[config.mk]
export PLATFORM = sky130hd
export DESIGN_NAME = zero_run_visibility_decoder_unit
export DESIGN_NICKNAME = d
export VERILOG_FILES = /design/src/hw/rtl/zrvd_pkg.sv /design/src/hw/rtl/zrvd_front.sv /design/src/hw/rtl/zrvd_queue.sv /design/src/hw/rtl/zrvd_back.sv /design/src/hw/rtl/zero_run_visibility_decoder_unit.sv
export VERILOG_INCLUDE_DIRS = /design/src /design/src/hw/rtl
export SDC_FILE = /design/constraint.sdc
export NUM_CORES = 1
export LEC_CHECK = 0
export BUFFER_PORTS_ARGS = -buffer_cell sky130_fd_sc_hd__buf_2
export CELL_PAD_IN_SITES_DETAIL_PLACEMENT = 1
export CELL_PAD_IN_SITES_GLOBAL_PLACEMENT = 1
export CORE_MARGIN = 1.5
export CORE_UTILIZATION = 42
export DETAILED_ROUTE_END_ITERATION = 6
export GPL_ROUTABILITY_DRIVEN = 0
export PLACE_DENSITY_LB_ADDON = 0.12
export SYNTH_ARGS = -nofsm -noshare
export SYNTH_HDL_FRONTEND = slang
export SYNTH_HIERARCHICAL = 1
export SYNTH_SLANG_ARGS = --single-unit
[constraint.sdc]
create_clock -name clk -period 4.7 [get_ports clk]
set_clock_uncertainty 0.1 [all_clocks]
set_input_delay 0.94 -clock clk [delete_from_list [all_inputs] [get_ports clk]]
set_output_delay 0.94 -clock clk [all_outputs]
set_load 0.05 [all_outputs]
[src/hw/rtl/assert_macros.svh]
// Assertion macros shared by the zero-run visibility decoder RTL.
// Each macro expects clk and rst_n in scope; assertions are off during reset.
`ifndef ASSERT_MACROS_SVH
`define ASSERT_MACROS_SVH

// Antecedent implies consequent in the same cycle.
`define AM_ASSERT_IMPLY(lbl, ante, cons, msg) \
  lbl: assert property (@(posedge clk) disable iff (!rst_n) (ante) |-> (cons)) \
    else $error(msg);

// Condition must never hold.
`define AM_ASSERT_NEVER(lbl, cond, msg) \
  lbl: assert property (@(posedge clk) disable iff (!rst_n) !(cond)) \
    else $error(msg);

`endif

[src/hw/rtl/zrvd_pkg.sv]
`timescale 1ns / 1ps
// Shared types, constants and helpers for the zero-run visibility decoder.
// No dependencies.
package zrvd_pkg;

  localparam int MAX_ROW_BYTES = 1024;
  localparam int LEAVES_W      = 14;
  localparam int ROW_LEN_W     = $clog2(MAX_ROW_BYTES) + 1;
  localparam int BYTE_W        = 8;
  localparam int OFFSET_W      = 10;
  localparam int QUEUE_DEPTH   = 2;
  localparam int QUEUE_LVL_W   = $clog2(QUEUE_DEPTH) + 1;

  // One run request from the front end to the run generator.
  typedef struct packed {
    logic [BYTE_W-1:0] value;
    logic [BYTE_W-1:0] count;
  } run_req_t;

  // Row length in bytes: ceil(leaves / 8), capped, with zero treated as one.
  function automatic logic [ROW_LEN_W-1:0] row_length(input logic [LEAVES_W-1:0] leaves);
    logic [LEAVES_W:0]     sum;
    logic [LEAVES_W-3:0]   len;
    logic [ROW_LEN_W-1:0]  res;
    sum = {1'b0, leaves} + (LEAVES_W + 1)'(7);
    len = sum[LEAVES_W:3];
    if (len > (LEAVES_W - 2)'(MAX_ROW_BYTES)) begin
      res = ROW_LEN_W'(MAX_ROW_BYTES);
    end else if (len == '0) begin
      res = ROW_LEN_W'(1);
    end else begin
      res = len[ROW_LEN_W-1:0];
    end
    return res;
  endfunction

endpackage

[src/hw/rtl/zrvd_front.sv]
`timescale 1ns / 1ps
// Front end: accepts compressed bytes, tracks the zero-escape state and
// turns each byte into a run request. Depends on zrvd_pkg.
module zrvd_front (
  input  logic                     clk,
  input  logic                     rst_n,
  input  logic                     cfg_wen,
  input  logic                     in_tvalid,
  output logic                     in_tready,
  input  logic [7:0]               in_tdata,   // [7:0] code_byte
  input  logic                     q_ready,
  output logic                     q_push,
  output zrvd_pkg::run_req_t       q_data
);

  logic awaiting_r, awaiting_nxt;
  logic accept;
  logic zero_byte;

  assign in_tready = q_ready;
  assign accept    = in_tvalid && in_tready;
  assign zero_byte = (in_tdata == '0);

  always_comb begin
    awaiting_nxt = awaiting_r;
    q_push       = 1'b0;
    q_data.value = in_tdata;
    q_data.count = zrvd_pkg::BYTE_W'(1);
    if (accept) begin
      if (awaiting_r) begin
        // count byte: zero count disarms with no run
        awaiting_nxt = 1'b0;
        q_push       = !zero_byte;
        q_data.value = '0;
        q_data.count = in_tdata;
      end else if (zero_byte) begin
        awaiting_nxt = 1'b1;
      end else begin
        q_push = 1'b1;
      end
    end
  end

  always_ff @(posedge clk) begin
    if (!rst_n || cfg_wen) begin
      awaiting_r <= 1'b0;
    end else begin
      awaiting_r <= awaiting_nxt;
    end
  end

endmodule

[src/hw/rtl/zrvd_queue.sv]
`timescale 1ns / 1ps
// Two-entry queue of run requests between the front end and the run generator.
// Depends on zrvd_pkg.
module zrvd_queue (
  input  logic                                  clk,
  input  logic                                  rst_n,
  input  logic                                  push,
  input  zrvd_pkg::run_req_t                    push_data,
  output logic                                  push_ready,
  input  logic                                  pop,
  output logic                                  head_valid,
  output zrvd_pkg::run_req_t                    head_data,
  output logic [zrvd_pkg::QUEUE_LVL_W-1:0]      level
);

  localparam int PTR_W = $clog2(zrvd_pkg::QUEUE_DEPTH);

  zrvd_pkg::run_req_t                    slot_r [zrvd_pkg::QUEUE_DEPTH];
  logic [PTR_W-1:0]                      wr_ptr_r, rd_ptr_r;
  logic [zrvd_pkg::QUEUE_LVL_W-1:0]      level_r, level_nxt;
  logic                                  do_push, do_pop;

  assign push_ready = (level_r != zrvd_pkg::QUEUE_LVL_W'(zrvd_pkg::QUEUE_DEPTH));
  assign head_valid = (level_r != '0);
  assign head_data  = slot_r[rd_ptr_r];
  assign level      = level_r;
  assign do_push    = push && push_ready;
  assign do_pop     = pop && head_valid;

  always_comb begin
    level_nxt = level_r;
    if (do_push && !do_pop) begin
      level_nxt = level_r + 1'b1;
    end else if (do_pop && !do_push) begin
      level_nxt = level_r - 1'b1;
    end
  end

  always_ff @(posedge clk) begin
    if (!rst_n) begin
      wr_ptr_r <= '0;
      rd_ptr_r <= '0;
      level_r  <= '0;
    end else begin
      if (do_push) begin
        wr_ptr_r <= wr_ptr_r + 1'b1;
      end
      if (do_pop) begin
        rd_ptr_r <= rd_ptr_r + 1'b1;
      end
      level_r <= level_nxt;
    end
  end

  always_ff @(posedge clk) begin
    if (do_push) begin
      slot_r[wr_ptr_r] <= push_data;
    end
  end

endmodule

[src/hw/rtl/zrvd_back.sv]
`timescale 1ns / 1ps
// Run generator: clips each request to the row, tracks the row offset and
// drives the registered result channel. Depends on zrvd_pkg.
module zrvd_back (
  input  logic                     clk,
  input  logic                     rst_n,
  input  logic                     cfg_wen,
  input  logic [13:0]              cfg_wdata,
  input  logic                     head_valid,
  input  zrvd_pkg::run_req_t       head_data,
  output logic                     pop,
  output logic                     out_tvalid,
  input  logic                     out_tready,
  output logic [31:0]              out_tdata,  // [7:0] fill_value, [15:8] repeat_count,
                                               // [25:16] start_offset, [31:26] zero
  output logic                     out_tlast   // row_done
);

  localparam int RW = zrvd_pkg::ROW_LEN_W;

  logic [RW-1:0]                 row_len_r;
  logic [RW-1:0]                 written_r, written_nxt;
  logic                          valid_r;
  logic [zrvd_pkg::BYTE_W-1:0]   value_r, rep_r;
  logic [zrvd_pkg::OFFSET_W-1:0] offset_r;
  logic                          done_r;

  logic [RW-1:0] left;
  logic [RW-1:0] cnt_ext;
  logic [RW-1:0] rep;
  logic          done;

  assign pop = head_valid && (!valid_r || out_tready);

  always_comb begin
    left    = (written_r < row_len_r) ? (row_len_r - written_r) : RW'(1);
    cnt_ext = RW'(head_data.count);
    rep     = (cnt_ext < left) ? cnt_ext : left;
    done    = (rep == left);
    written_nxt = done ? '0 : (written_r + rep);
  end

  always_ff @(posedge clk) begin
    if (!rst_n) begin
      row_len_r <= RW'(1);
      written_r <= '0;
      valid_r   <= 1'b0;
    end else if (cfg_wen) begin
      // new leaf count restarts the row
      row_len_r <= zrvd_pkg::row_length(cfg_wdata);
      written_r <= '0;
    end else begin
      if (pop) begin
        written_r <= written_nxt;
        valid_r   <= 1'b1;
      end else if (out_tready) begin
        valid_r <= 1'b0;
      end
    end
  end

  always_ff @(posedge clk) begin
    if (pop) begin
      value_r  <= head_data.value;
      rep_r    <= rep[zrvd_pkg::BYTE_W-1:0];
      offset_r <= written_r[zrvd_pkg::OFFSET_W-1:0];
      done_r   <= done;
    end
  end

  assign out_tvalid = valid_r;
  assign out_tdata  = {6'd0, offset_r, rep_r, value_r};
  assign out_tlast  = done_r;

endmodule

[src/hw/rtl/zero_run_visibility_decoder_unit.sv]
`timescale 1ns / 1ps
// Zero-run visibility row decoder, top level.
// A taken count or literal byte is stored in the queue, and its result is then registered
// in the output register. Throughput: one byte per cycle while out_tready holds, set by the run
// generator feeding one output register; a two-entry queue decouples byte intake from result drain.
// Reset (rst_n, synchronous): empty queue, no result, row offset 0, leaf count 1.
`include "assert_macros.svh"

module zero_run_visibility_decoder_unit (
  input  logic        clk,
  input  logic        rst_n,
  input  logic        cfg_wen,
  input  logic [13:0] cfg_wdata,   // num_leaves
  input  logic        in_tvalid,
  output logic        in_tready,
  input  logic [7:0]  in_tdata,    // [7:0] code_byte
  output logic        out_tvalid,
  input  logic        out_tready,
  output logic [31:0] out_tdata,   // [7:0] fill_value, [15:8] repeat_count,
                                   // [25:16] start_offset, [31:26] zero
  output logic        out_tlast    // row_done
);

  logic                                  q_push, q_ready, q_pop, q_head_valid;
  zrvd_pkg::run_req_t                    q_push_data, q_head_data;
  logic [zrvd_pkg::QUEUE_LVL_W-1:0]      q_level;

  zrvd_front u_front (
    .clk       (clk),
    .rst_n     (rst_n),
    .cfg_wen   (cfg_wen),
    .in_tvalid (in_tvalid),
    .in_tready (in_tready),
    .in_tdata  (in_tdata),
    .q_ready   (q_ready),
    .q_push    (q_push),
    .q_data    (q_push_data)
  );

  zrvd_queue u_queue (
    .clk        (clk),
    .rst_n      (rst_n),
    .push       (q_push),
    .push_data  (q_push_data),
    .push_ready (q_ready),
    .pop        (q_pop),
    .head_valid (q_head_valid),
    .head_data  (q_head_data),
    .level      (q_level)
  );

  zrvd_back u_back (
    .clk        (clk),
    .rst_n      (rst_n),
    .cfg_wen    (cfg_wen),
    .cfg_wdata  (cfg_wdata),
    .head_valid (q_head_valid),
    .head_data  (q_head_data),
    .pop        (q_pop),
    .out_tvalid (out_tvalid),
    .out_tready (out_tready),
    .out_tdata  (out_tdata),
    .out_tlast  (out_tlast)
  );

  `AM_ASSERT_NEVER(a_queue_overfill, q_level > zrvd_pkg::QUEUE_LVL_W'(zrvd_pkg::QUEUE_DEPTH), "run queue level beyond depth")
  `AM_ASSERT_IMPLY(a_repeat_nonzero, out_tvalid, out_tdata[15:8] != 8'd0, "run with zero repeat")
  `AM_ASSERT_IMPLY(a_literal_single, out_tvalid && (out_tdata[7:0] != 8'd0), out_tdata[15:8] == 8'd1, "literal run repeat not one")
  `AM_ASSERT_IMPLY(a_ready_tracks_queue, in_tready, q_level != zrvd_pkg::QUEUE_LVL_W'(zrvd_pkg::QUEUE_DEPTH), "input ready while queue full")

endmodule

==> results.ini, run 1 <==
[grt]
grt_pass1_vias=4668
grt_max_degree=29
antenna_found_initial=0
grt_remaining_overflow=0
grt_pass1_wl_mm=24.2
track_usage=0.247

[clock_network]
postCtsHoldBufs=0
insertion_delay_ns=0.35
cts_buffers=9
htreeDepth=3
cts_root_buf=clkbuf_16
cts.reportedPaths.clkPinSlew_ns=0.06
clock-sinks=88
clock_path_buffers=2
cts_tree=built

[floorplanning]
die-area_um2=13000
fp-row-count=40
core_um2=12000
dieWidth_um=114
die_y_um=114
ios=62
start_util=0.432

[run_status]
violations=negative setup slack
run_status=finished, violations left

[route]
ant_nets=0
finalWirelength_mm=15.4
post-route-drc-count=0
drt-initial-drc-count=197
vias=4455
vias_per_cell=5.52
firstDrtPassIters=4
post_drt_wl_per_cell_um=19.0

[critical_path]
endpoint_kind=flop
required_ns=4.87
cp_max_fo=4
slowest_delay_ns=0.36
cp_slowest_cell=dfxtp_2
start_kind=flop
crit_start=u_back/written_r[5]
path_class=reg -> reg
worstPathArrival_ns=5.22
r2r.worst_path.cells=28
r2r_start=u_back/written_r[5]

[timing]
finalCriticalPeriod_ns=5.05
setup_viol=7
relSlewSlack=0.305
rsz0062_at_grt=yes
finalMaxSlewViolations=0
finalCritPeriodShare=1.08
worstMarginPinSlew_ns=1.04
tns_ns=-1.62
max_freq_mhz=198
setup_ws_ns=-0.353
hold_violations=0

[synth]
ys_async_sr_fraction=0
synth-compound-area-share=0.164
yosysSeqAreaShare=0.454
synth_top_family_by_area=simple AND/OR/NAND/NOR gates
synth_edf_count=59
synth.distinct_cells=76
synthTopCellsByCount=edfxtp_1 (59), nand2_1 (49), inv_1 (30), dfxtp_1 (29), ha_1 (29)
ys_ff_latch=88
synthAdderAreaFrac=0.0777
synth-simple-area-share=0.180
ys_warn_count=6
synth.avg_cell_area_um2=10.4
yosys.area_share.xor_xnor=0.0415
post-synth-top-count-cell=edfxtp_1
syn-cell-area_um2=5190
synth_top_area_cell=edfxtp_1
synthCells=498
synth_area_leaders=edfxtp_1 (34%), dfxtp_1 (11%), ha_1 (7.0%)
synthFlopType=edfxtp_1
synth_top_area_share=0.342
synthMuxAreaShare=0.0388

[final_layout]
diodes=0
finalNonFillerCells=807
layout.nets=713
fin_area_um2=6910
drive_above_1_share=0.409
area_delta_synth_final_pct=33.2

[hold_path]
hp-class=reg -> reg
worstHoldStart=u_back/row_len_r[8]
whs_path_depth=2

[power_and_ir_drop]
p_leak_nw=2.82
p_per_area_nw_per_um2=743
max-vdd-ir-drop_mv=0.273

[placed_design]
placed_area_um2=6220
place_hpwl_mm=11.1
port_buffers=55
dp.cells=772

[run]
drv_cap=0

layout make-up:
type	instances	area (um^2)
Multi-Input combinational cell	370	2930
Clock inverter	5	56.3
Sequential cell	88	2360
Fill cell	1343	5100
Clock buffer	11	233
Inverter	30	113
Tap cell	147	184
Timing Repair Buffer	156	1040
worst max-delay path: cells and delay by family (launching register included):
family,cells,cell delay [ns]
compound gates,10,1.80
xor+xnor,1,0.15
fa+ha+maj,4,1.16
buf+inv,4,0.37
flops,1,0.36
simple gates,9,1.01
stage by stage:
stage                     total power [mW]   util  setup WS [ns]  hold slack (ns)
after global routing                  5.42  0.575         -0.646            0.441
after floorplan                       3.03      -        -0.0956            0.332
after detailed placement              4.06  0.518         -0.515            0.367
final                                 5.14  0.575         -0.353            0.408
after global placement                3.95  0.518         -0.327            0.365
after CTS                             5.02  0.569         -0.322            0.411
state kept, by name, indices dropped and copies added (netlist names), 2 cells and up, named ones only:
signal            flops
u_back/row_len_r     11
u_queue/level         2
u_back/offset_r      10
u_back/value_r        8
u_queue/slot_r       32
u_back/written_r     11
u_back/rep_r          8
placed cells by master, fill, tap and decap left out, types with 6 or more instances in the layout:
cell type    n
nand3_1     11
a21oi_2      8
edfxtp_1    59
dfxtp_1     22
xor2_1      10
o31ai_1      6
mux2_2      17
a21o_1       7
ha_4         9
buf_2       55
o21ai_0     20
nand2_1     46
nand2b_1     9
ha_1        19
and2_1      22
inv_1       23
inv_2        7
buf_4      100
nand4_1      6
nor2_1      21
nor4_1       6
dfxtp_2      7
nor3_1       9
conb_1       8
clkbuf_16    9
xnor2_1     11
o21ai_1     10
report_power, final:
group	internal (mW)	switching [mW]	total, mW
clock	0.412	0.297	0.709
combinational	1.35	1.89	3.24
sequential	1.11	0.0793	1.19
total	2.87	2.27	5.14
layer usage:
metal	GRT usage	part of all wire
met2	0.432	0.50
met4	0.0783	0.023
met3	0.0455	0.051
met1	0.309	0.43
met5	0	0
timing repair:
item                                    CTS  global route
pin swaps                                31            19
cloned                                    0             0
endpoints found under the setup margin    8             9
endpoints found under the hold margin     0             0
resized for setup                        52            10
setup buffers                            12             7
logic make-up (layout without fill, tap and decap cells):
kind of cell / after synthesis / in the layout
other: 1 / 8
AO/OA/AOI/OAI: 117 / 117
XOR/XNOR: 23 / 23
multiplexers: 18 / 18
adder cells (fa/ha/maj): 31 / 31
AND/OR/NAND/NOR: 173 / 173
buffers and inverters: 47 / 202
flip-flops: 88 / 88
path summary, 6_finish.rpt:
check / endpoint / slack, ns
worst min register to register: u_back/row_len_r[8] / 0.41
worst min-delay path: u_back/row_len_r[8] / 0.41
worst max register to register: u_back/written_r[8] / -0.35
worst max-delay path: u_back/written_r[8] / -0.35
No activity file was read; power rests on OpenSTA's default activity.
==> run 2: changes to the inputs <==
Settings changed: PLACE_DENSITY from default to 0.74, PLACE_DENSITY_LB_ADDON 0.12 to default, RECOVER_POWER from default to 50.
==> run 2 against run 1 <==
Compared with the run above:
- the flow still finishes with violations (negative setup slack)
- power increased by 1.0%
- clock power increased by 2%
- design area decreased by 0.27%
- critical path depth decreased by 1
- die area unchanged
- first-iteration DRC count increased by 33%
- non-clock buffer count decreased by 2
- maximum frequency decreased by 3.0%
- global-route usage increased by 1.3 points
- register-to-register slack got worse by 0.16 ns
- combinational power about the same
- critical endpoint unchanged
- highest routed layer unchanged
==> results.ini, run 2 (synthesized netlist as in run 1, its figures left out) <==
[power_and_ir_drop]
max-vdd-ir-drop_mv=0.419
p_per_area_nw_per_um2=753
power.total_mw=5.19
p_leak_nw=2.72

[hold_path]
hp-class=reg -> reg
worstHoldStart=u_back/row_len_r[8]

[timing]
finalMaxSlewViolations=0
setup_ws_ns=-0.509
hold_violations=0
max_freq_mhz=192
worstMarginPinSlew_ns=1.03
setup_viol=7
finalCriticalPeriod_ns=5.21
relSlewSlack=0.311
rsz0062_at_grt=yes
finalCritPeriodShare=1.11

[grt]
antenna_found_initial=0
grt_max_degree=24
grt_pass1_wl_mm=25.6
grt_pass1_vias=4912
grt_remaining_overflow=0
track_usage=0.260

[final_layout]
top_regs=u_queue/slot_r (32), u_back/row_len_r (11), u_back/written_r (11)
area_delta_synth_final_pct=32.9
final_common_cell=buf_4
layout.nets=711
drive_above_1_share=0.356
diodes=0
largest_register_ffs=32
n_fill_cell=1336
top_register=u_queue/slot_r
layout_common_cells=buf_4 (91), edfxtp_1 (59), nand2_1 (46)

[critical_path]
path_class=reg -> reg
crit_family=simple AND/OR/NAND/NOR gates
endpoint_kind=flop
required_ns=4.87
r2r_start=u_back/written_r[4]
start_kind=flop
crit_buf_inv=3
cp_slowest_cell=dfxtp_1
crit_start=u_back/written_r[4]
slowest_delay_ns=0.35
cp_max_fo=6
worstPathArrival_ns=5.38

[placed_design]
dp_slack_ns=-0.566
port_buffers=55
place_hpwl_mm=11.1

[floorplanning]
fp-row-count=40
start_util=0.432
die_y_um=114
dieWidth_um=114
core_um2=12000
ios=62
die-area_um2=13000

[route]
post-route-drc-count=0
finalWirelength_mm=16.5
post_drt_wl_per_cell_um=20.5
vias_per_cell=5.66
ant_nets=0
firstDrtPassIters=5
drt-initial-drc-count=262
vias=4556

[clock_network]
htreeDepth=3
cts.reportedPaths.clkPinSlew_ns=0.06
clock-sinks=88
clock_path_buffers=2
cts_tree=built
cts_root_buf=clkbuf_16
cts_buffers=9
insertion_delay_ns=0.35

[run_status]
violations=negative setup slack
run_status=finished, violations left

[run]
drv_cap=0

## run 2: power breakdown
| part | internal, mW | switching [mW] |
|---|---|---|
| Combinational | 1.30 | 1.97 |
| Sequential | 1.11 | 0.0861 |
| Clock | 0.413 | 0.313 |
## run 2: area by class of cell
type | count | area, um^2 | share of cell area
inverters | 30 | 113 | 0.0163
clock buffers | 9 | 225 | 0.0327
repair buffers | 154 | 972 | 0.141
clock inverters | 7 | 71.3 | 0.0103
well taps | 147 | 184 | 0.0267
multi-input cells | 370 | 2970 | 0.431
flip-flops and latches | 88 | 2360 | 0.342
## run 2: stage by stage
stage	cell area (um^2)	instances	utilization	hold WS (ns)	setup TNS [ns]
global placement	6160	765	0.513	0.356	-1.42
CTS	6840	798	0.570	0.402	-0.861
global route	6890	805	0.574	0.438	-2.94
floorplan	5260	505	-	0.332	-0.0956
finish	6890	805	0.574	0.410	-1.84
detailed placement	6160	765	0.513	0.359	-2.65
## run 2: worst paths after layout
kind,end,cells after the start,slack [ns]
setup / recovery,u_back/written_r[8],27,-0.51
hold / removal,u_back/row_len_r[8],2,0.41
setup reg to reg,u_back/written_r[8],27,-0.51
hold reg to reg,u_back/row_len_r[8],2,0.41
## run 2: timing repair
action                                 4_1_cts  5_1_grt
hold buffers                                 0        0
endpoints found under the hold margin        0        0
buffers inserted                            17        8
setup endpoints to repair                    7        8
pin swaps                                   30       21
resized for setup                           56       18
## run 2: metal layers
metal,track usage,part of all wire,up-vias
li1,-,-,2125
met1,0.312,0.42,2260
met2,0.454,0.51,136
met3,0.0630,0.048,35
met4,0.0967,0.026,0
met5,0,0,-
## run 2: tightest hold or removal path, delay by kind of cell, from the launching register on
| kind | cells | cell delay [ns] |
|---|---|---|
| AOI/OAI and AO/OA | 1 | 0.06 |
| DFF | 1 | 0.33 |
| and+or+nand+nor | 1 | 0.06 |
==> run 3: changes to the inputs <==
Settings changed: CORE_UTILIZATION 42 to 45, PLACE_DENSITY 0.74 to 0.75.
Clock period 4.7 ns to 5.4 ns, I/O delays scaled along.
==> run 3 against run 2 <==
Compared with the run above:
- the run now ends clean
- count of clock-buffer cells in the layout up 3
- register-to-register slack better by 0.57 ns
- sequential share of layout area up 2.5 points
- cell count down 7.7%
- maximum frequency down 2.5%
- critical path type unchanged
- largest power group unchanged
==> results.ini, run 3 (synthesized netlist as in run 1, its figures left out) <==
[grt]
grt_remaining_overflow=0
antenna_found_initial=0
grt_max_degree=24
grt_pass1_vias=4082
grt_pass1_wl_mm=21.4
track_usage=0.238

[route]
vias=4269
firstDrtPassIters=4
finalWirelength_mm=15.3
post-route-drc-count=0
vias_per_cell=5.75
drt-initial-drc-count=225
ant_nets=0
post_drt_wl_per_cell_um=20.5

[timing]
setup_viol=0
hold_violations=0
finalMaxSlewViolations=0
tns_ns=0
finalCriticalPeriod_ns=5.34
worstMarginPinSlew_ns=0.973
max_freq_mhz=187
finalCritPeriodShare=0.989
relSlewSlack=0.347

[critical_path]
required_ns=5.56
endpoint_kind=flop
slowest_delay_ns=0.40
worstPathArrival_ns=5.50
cp_slowest_cell=fa_2
path_class=reg -> reg
start_kind=flop
cp_max_fo=3

[floorplanning]
start_util=0.458
fp-row-count=39
dieWidth_um=110
die_y_um=110
ios=62
core_um2=11300
die-area_um2=12200

[final_layout]
layout.nets=653
layout_common_cells=edfxtp_1 (59), nand2_1 (46), clkbuf_1 (36)
area_delta_synth_final_pct=24.5
seq_area_um2=2370
n_fill_cell=1259
diodes=0
multi_input_area_um2=2960
drive_above_1_share=0.287
top_register=u_queue/slot_r
utilization=0.570
fin_area_um2=6450
finalNonFillerCells=743
final_common_cell=edfxtp_1
largest_register_ffs=32
top_regs=u_queue/slot_r (32), u_back/row_len_r (11), u_back/written_r (11)

[run_status]
run_status=finished clean

[placed_design]
placed_area_um2=5720
port_buffers=55
dp.cells=708
place_hpwl_mm=10.0

[clock_network]
htreeDepth=3
clock-sinks=88
cts_tree=built
insertion_delay_ns=0.35
cts_buffers=9
clock_path_buffers=2
cts_root_buf=clkbuf_16
cts.reportedPaths.clkPinSlew_ns=0.06

[power_and_ir_drop]
p_per_area_nw_per_um2=655
p_leak_nw=2.41
max-vdd-ir-drop_mv=0.388

[run]
drv_cap=0

[hold_path]
hp-class=reg -> reg

==> run 3: repair_timing <==
item / CTS / global route
hold buffers: 0 / 0
resized for setup: 14 / 67
pin swaps: 4 / 29
endpoints found under the setup margin: 2 / 5
buffers inserted: 4 / 15
==> run 3: final cells by class <==
class | instances | area share
clock inverters | 4 | 0.00814
repair buffers | 96 | 0.0830
inverters | 30 | 0.0174
well taps | 143 | 0.0277
clock buffers | 12 | 0.0382
multi-input cells | 370 | 0.458
flip-flops and latches | 88 | 0.367
==> run 3: path summary, 6_finish.rpt <==
path | endpoint | cells past startpoint | slack (ns) | from
worst min-delay path | u_back/offset_r[2] | 0 | 0.36 | u_back/written_r[2]
worst min register to register | u_back/offset_r[2] | 0 | 0.36 | u_back/written_r[2]
worst max register to register | u_back/written_r[10] | 25 | 0.06 | u_back/written_r[0]
worst max-delay path | u_back/written_r[10] | 25 | 0.06 | u_back/written_r[0]
==> run 3: power by group <==
part           internal (mW)  total (mW)  switching, mW
registers              0.967        1.05         0.0785
logic                  0.936        2.54           1.61
clock network          0.374       0.640          0.267
total                   2.28        4.23           1.95
==> run 3: layer usage <==
layer | GRT usage | routed length [um] | vias to the layer above | share of wire
met5 | 0 | 0 | - | 0
met4 | 0.0678 | 314 | 0 | 0.021
met3 | 0.0406 | 716 | 21 | 0.047
met2 | 0.403 | 7700 | 108 | 0.50
met1 | 0.314 | 6530 | 2128 | 0.43
li1 | - | - | 2012 | -
==> run 3: per-stage QoR <==
step           setup WS [ns]  power (mW)  hold slack (ns)
2_1_floorplan          0.335        2.59            0.332
6_report              0.0590        4.23            0.365
5_1_grt               -0.143        4.46            0.377
3_5_place_dp          -0.119        3.17            0.369
3_3_place_gp           0.147        3.10            0.361
4_1_cts               0.0191        3.90            0.381
==> run 3: critical path: cells and delay by family, from the launching register on <==
| kind | cells | cell delay, ns |
|---|---|---|
| AND/OR/NAND/NOR | 8 | 1.06 |
| AO/OA/AOI/OAI | 11 | 2.10 |
| buffers and inverters | 1 | 0.05 |
| adder cells (fa/ha/maj) | 5 | 1.55 |
| flip-flops | 1 | 0.38 |
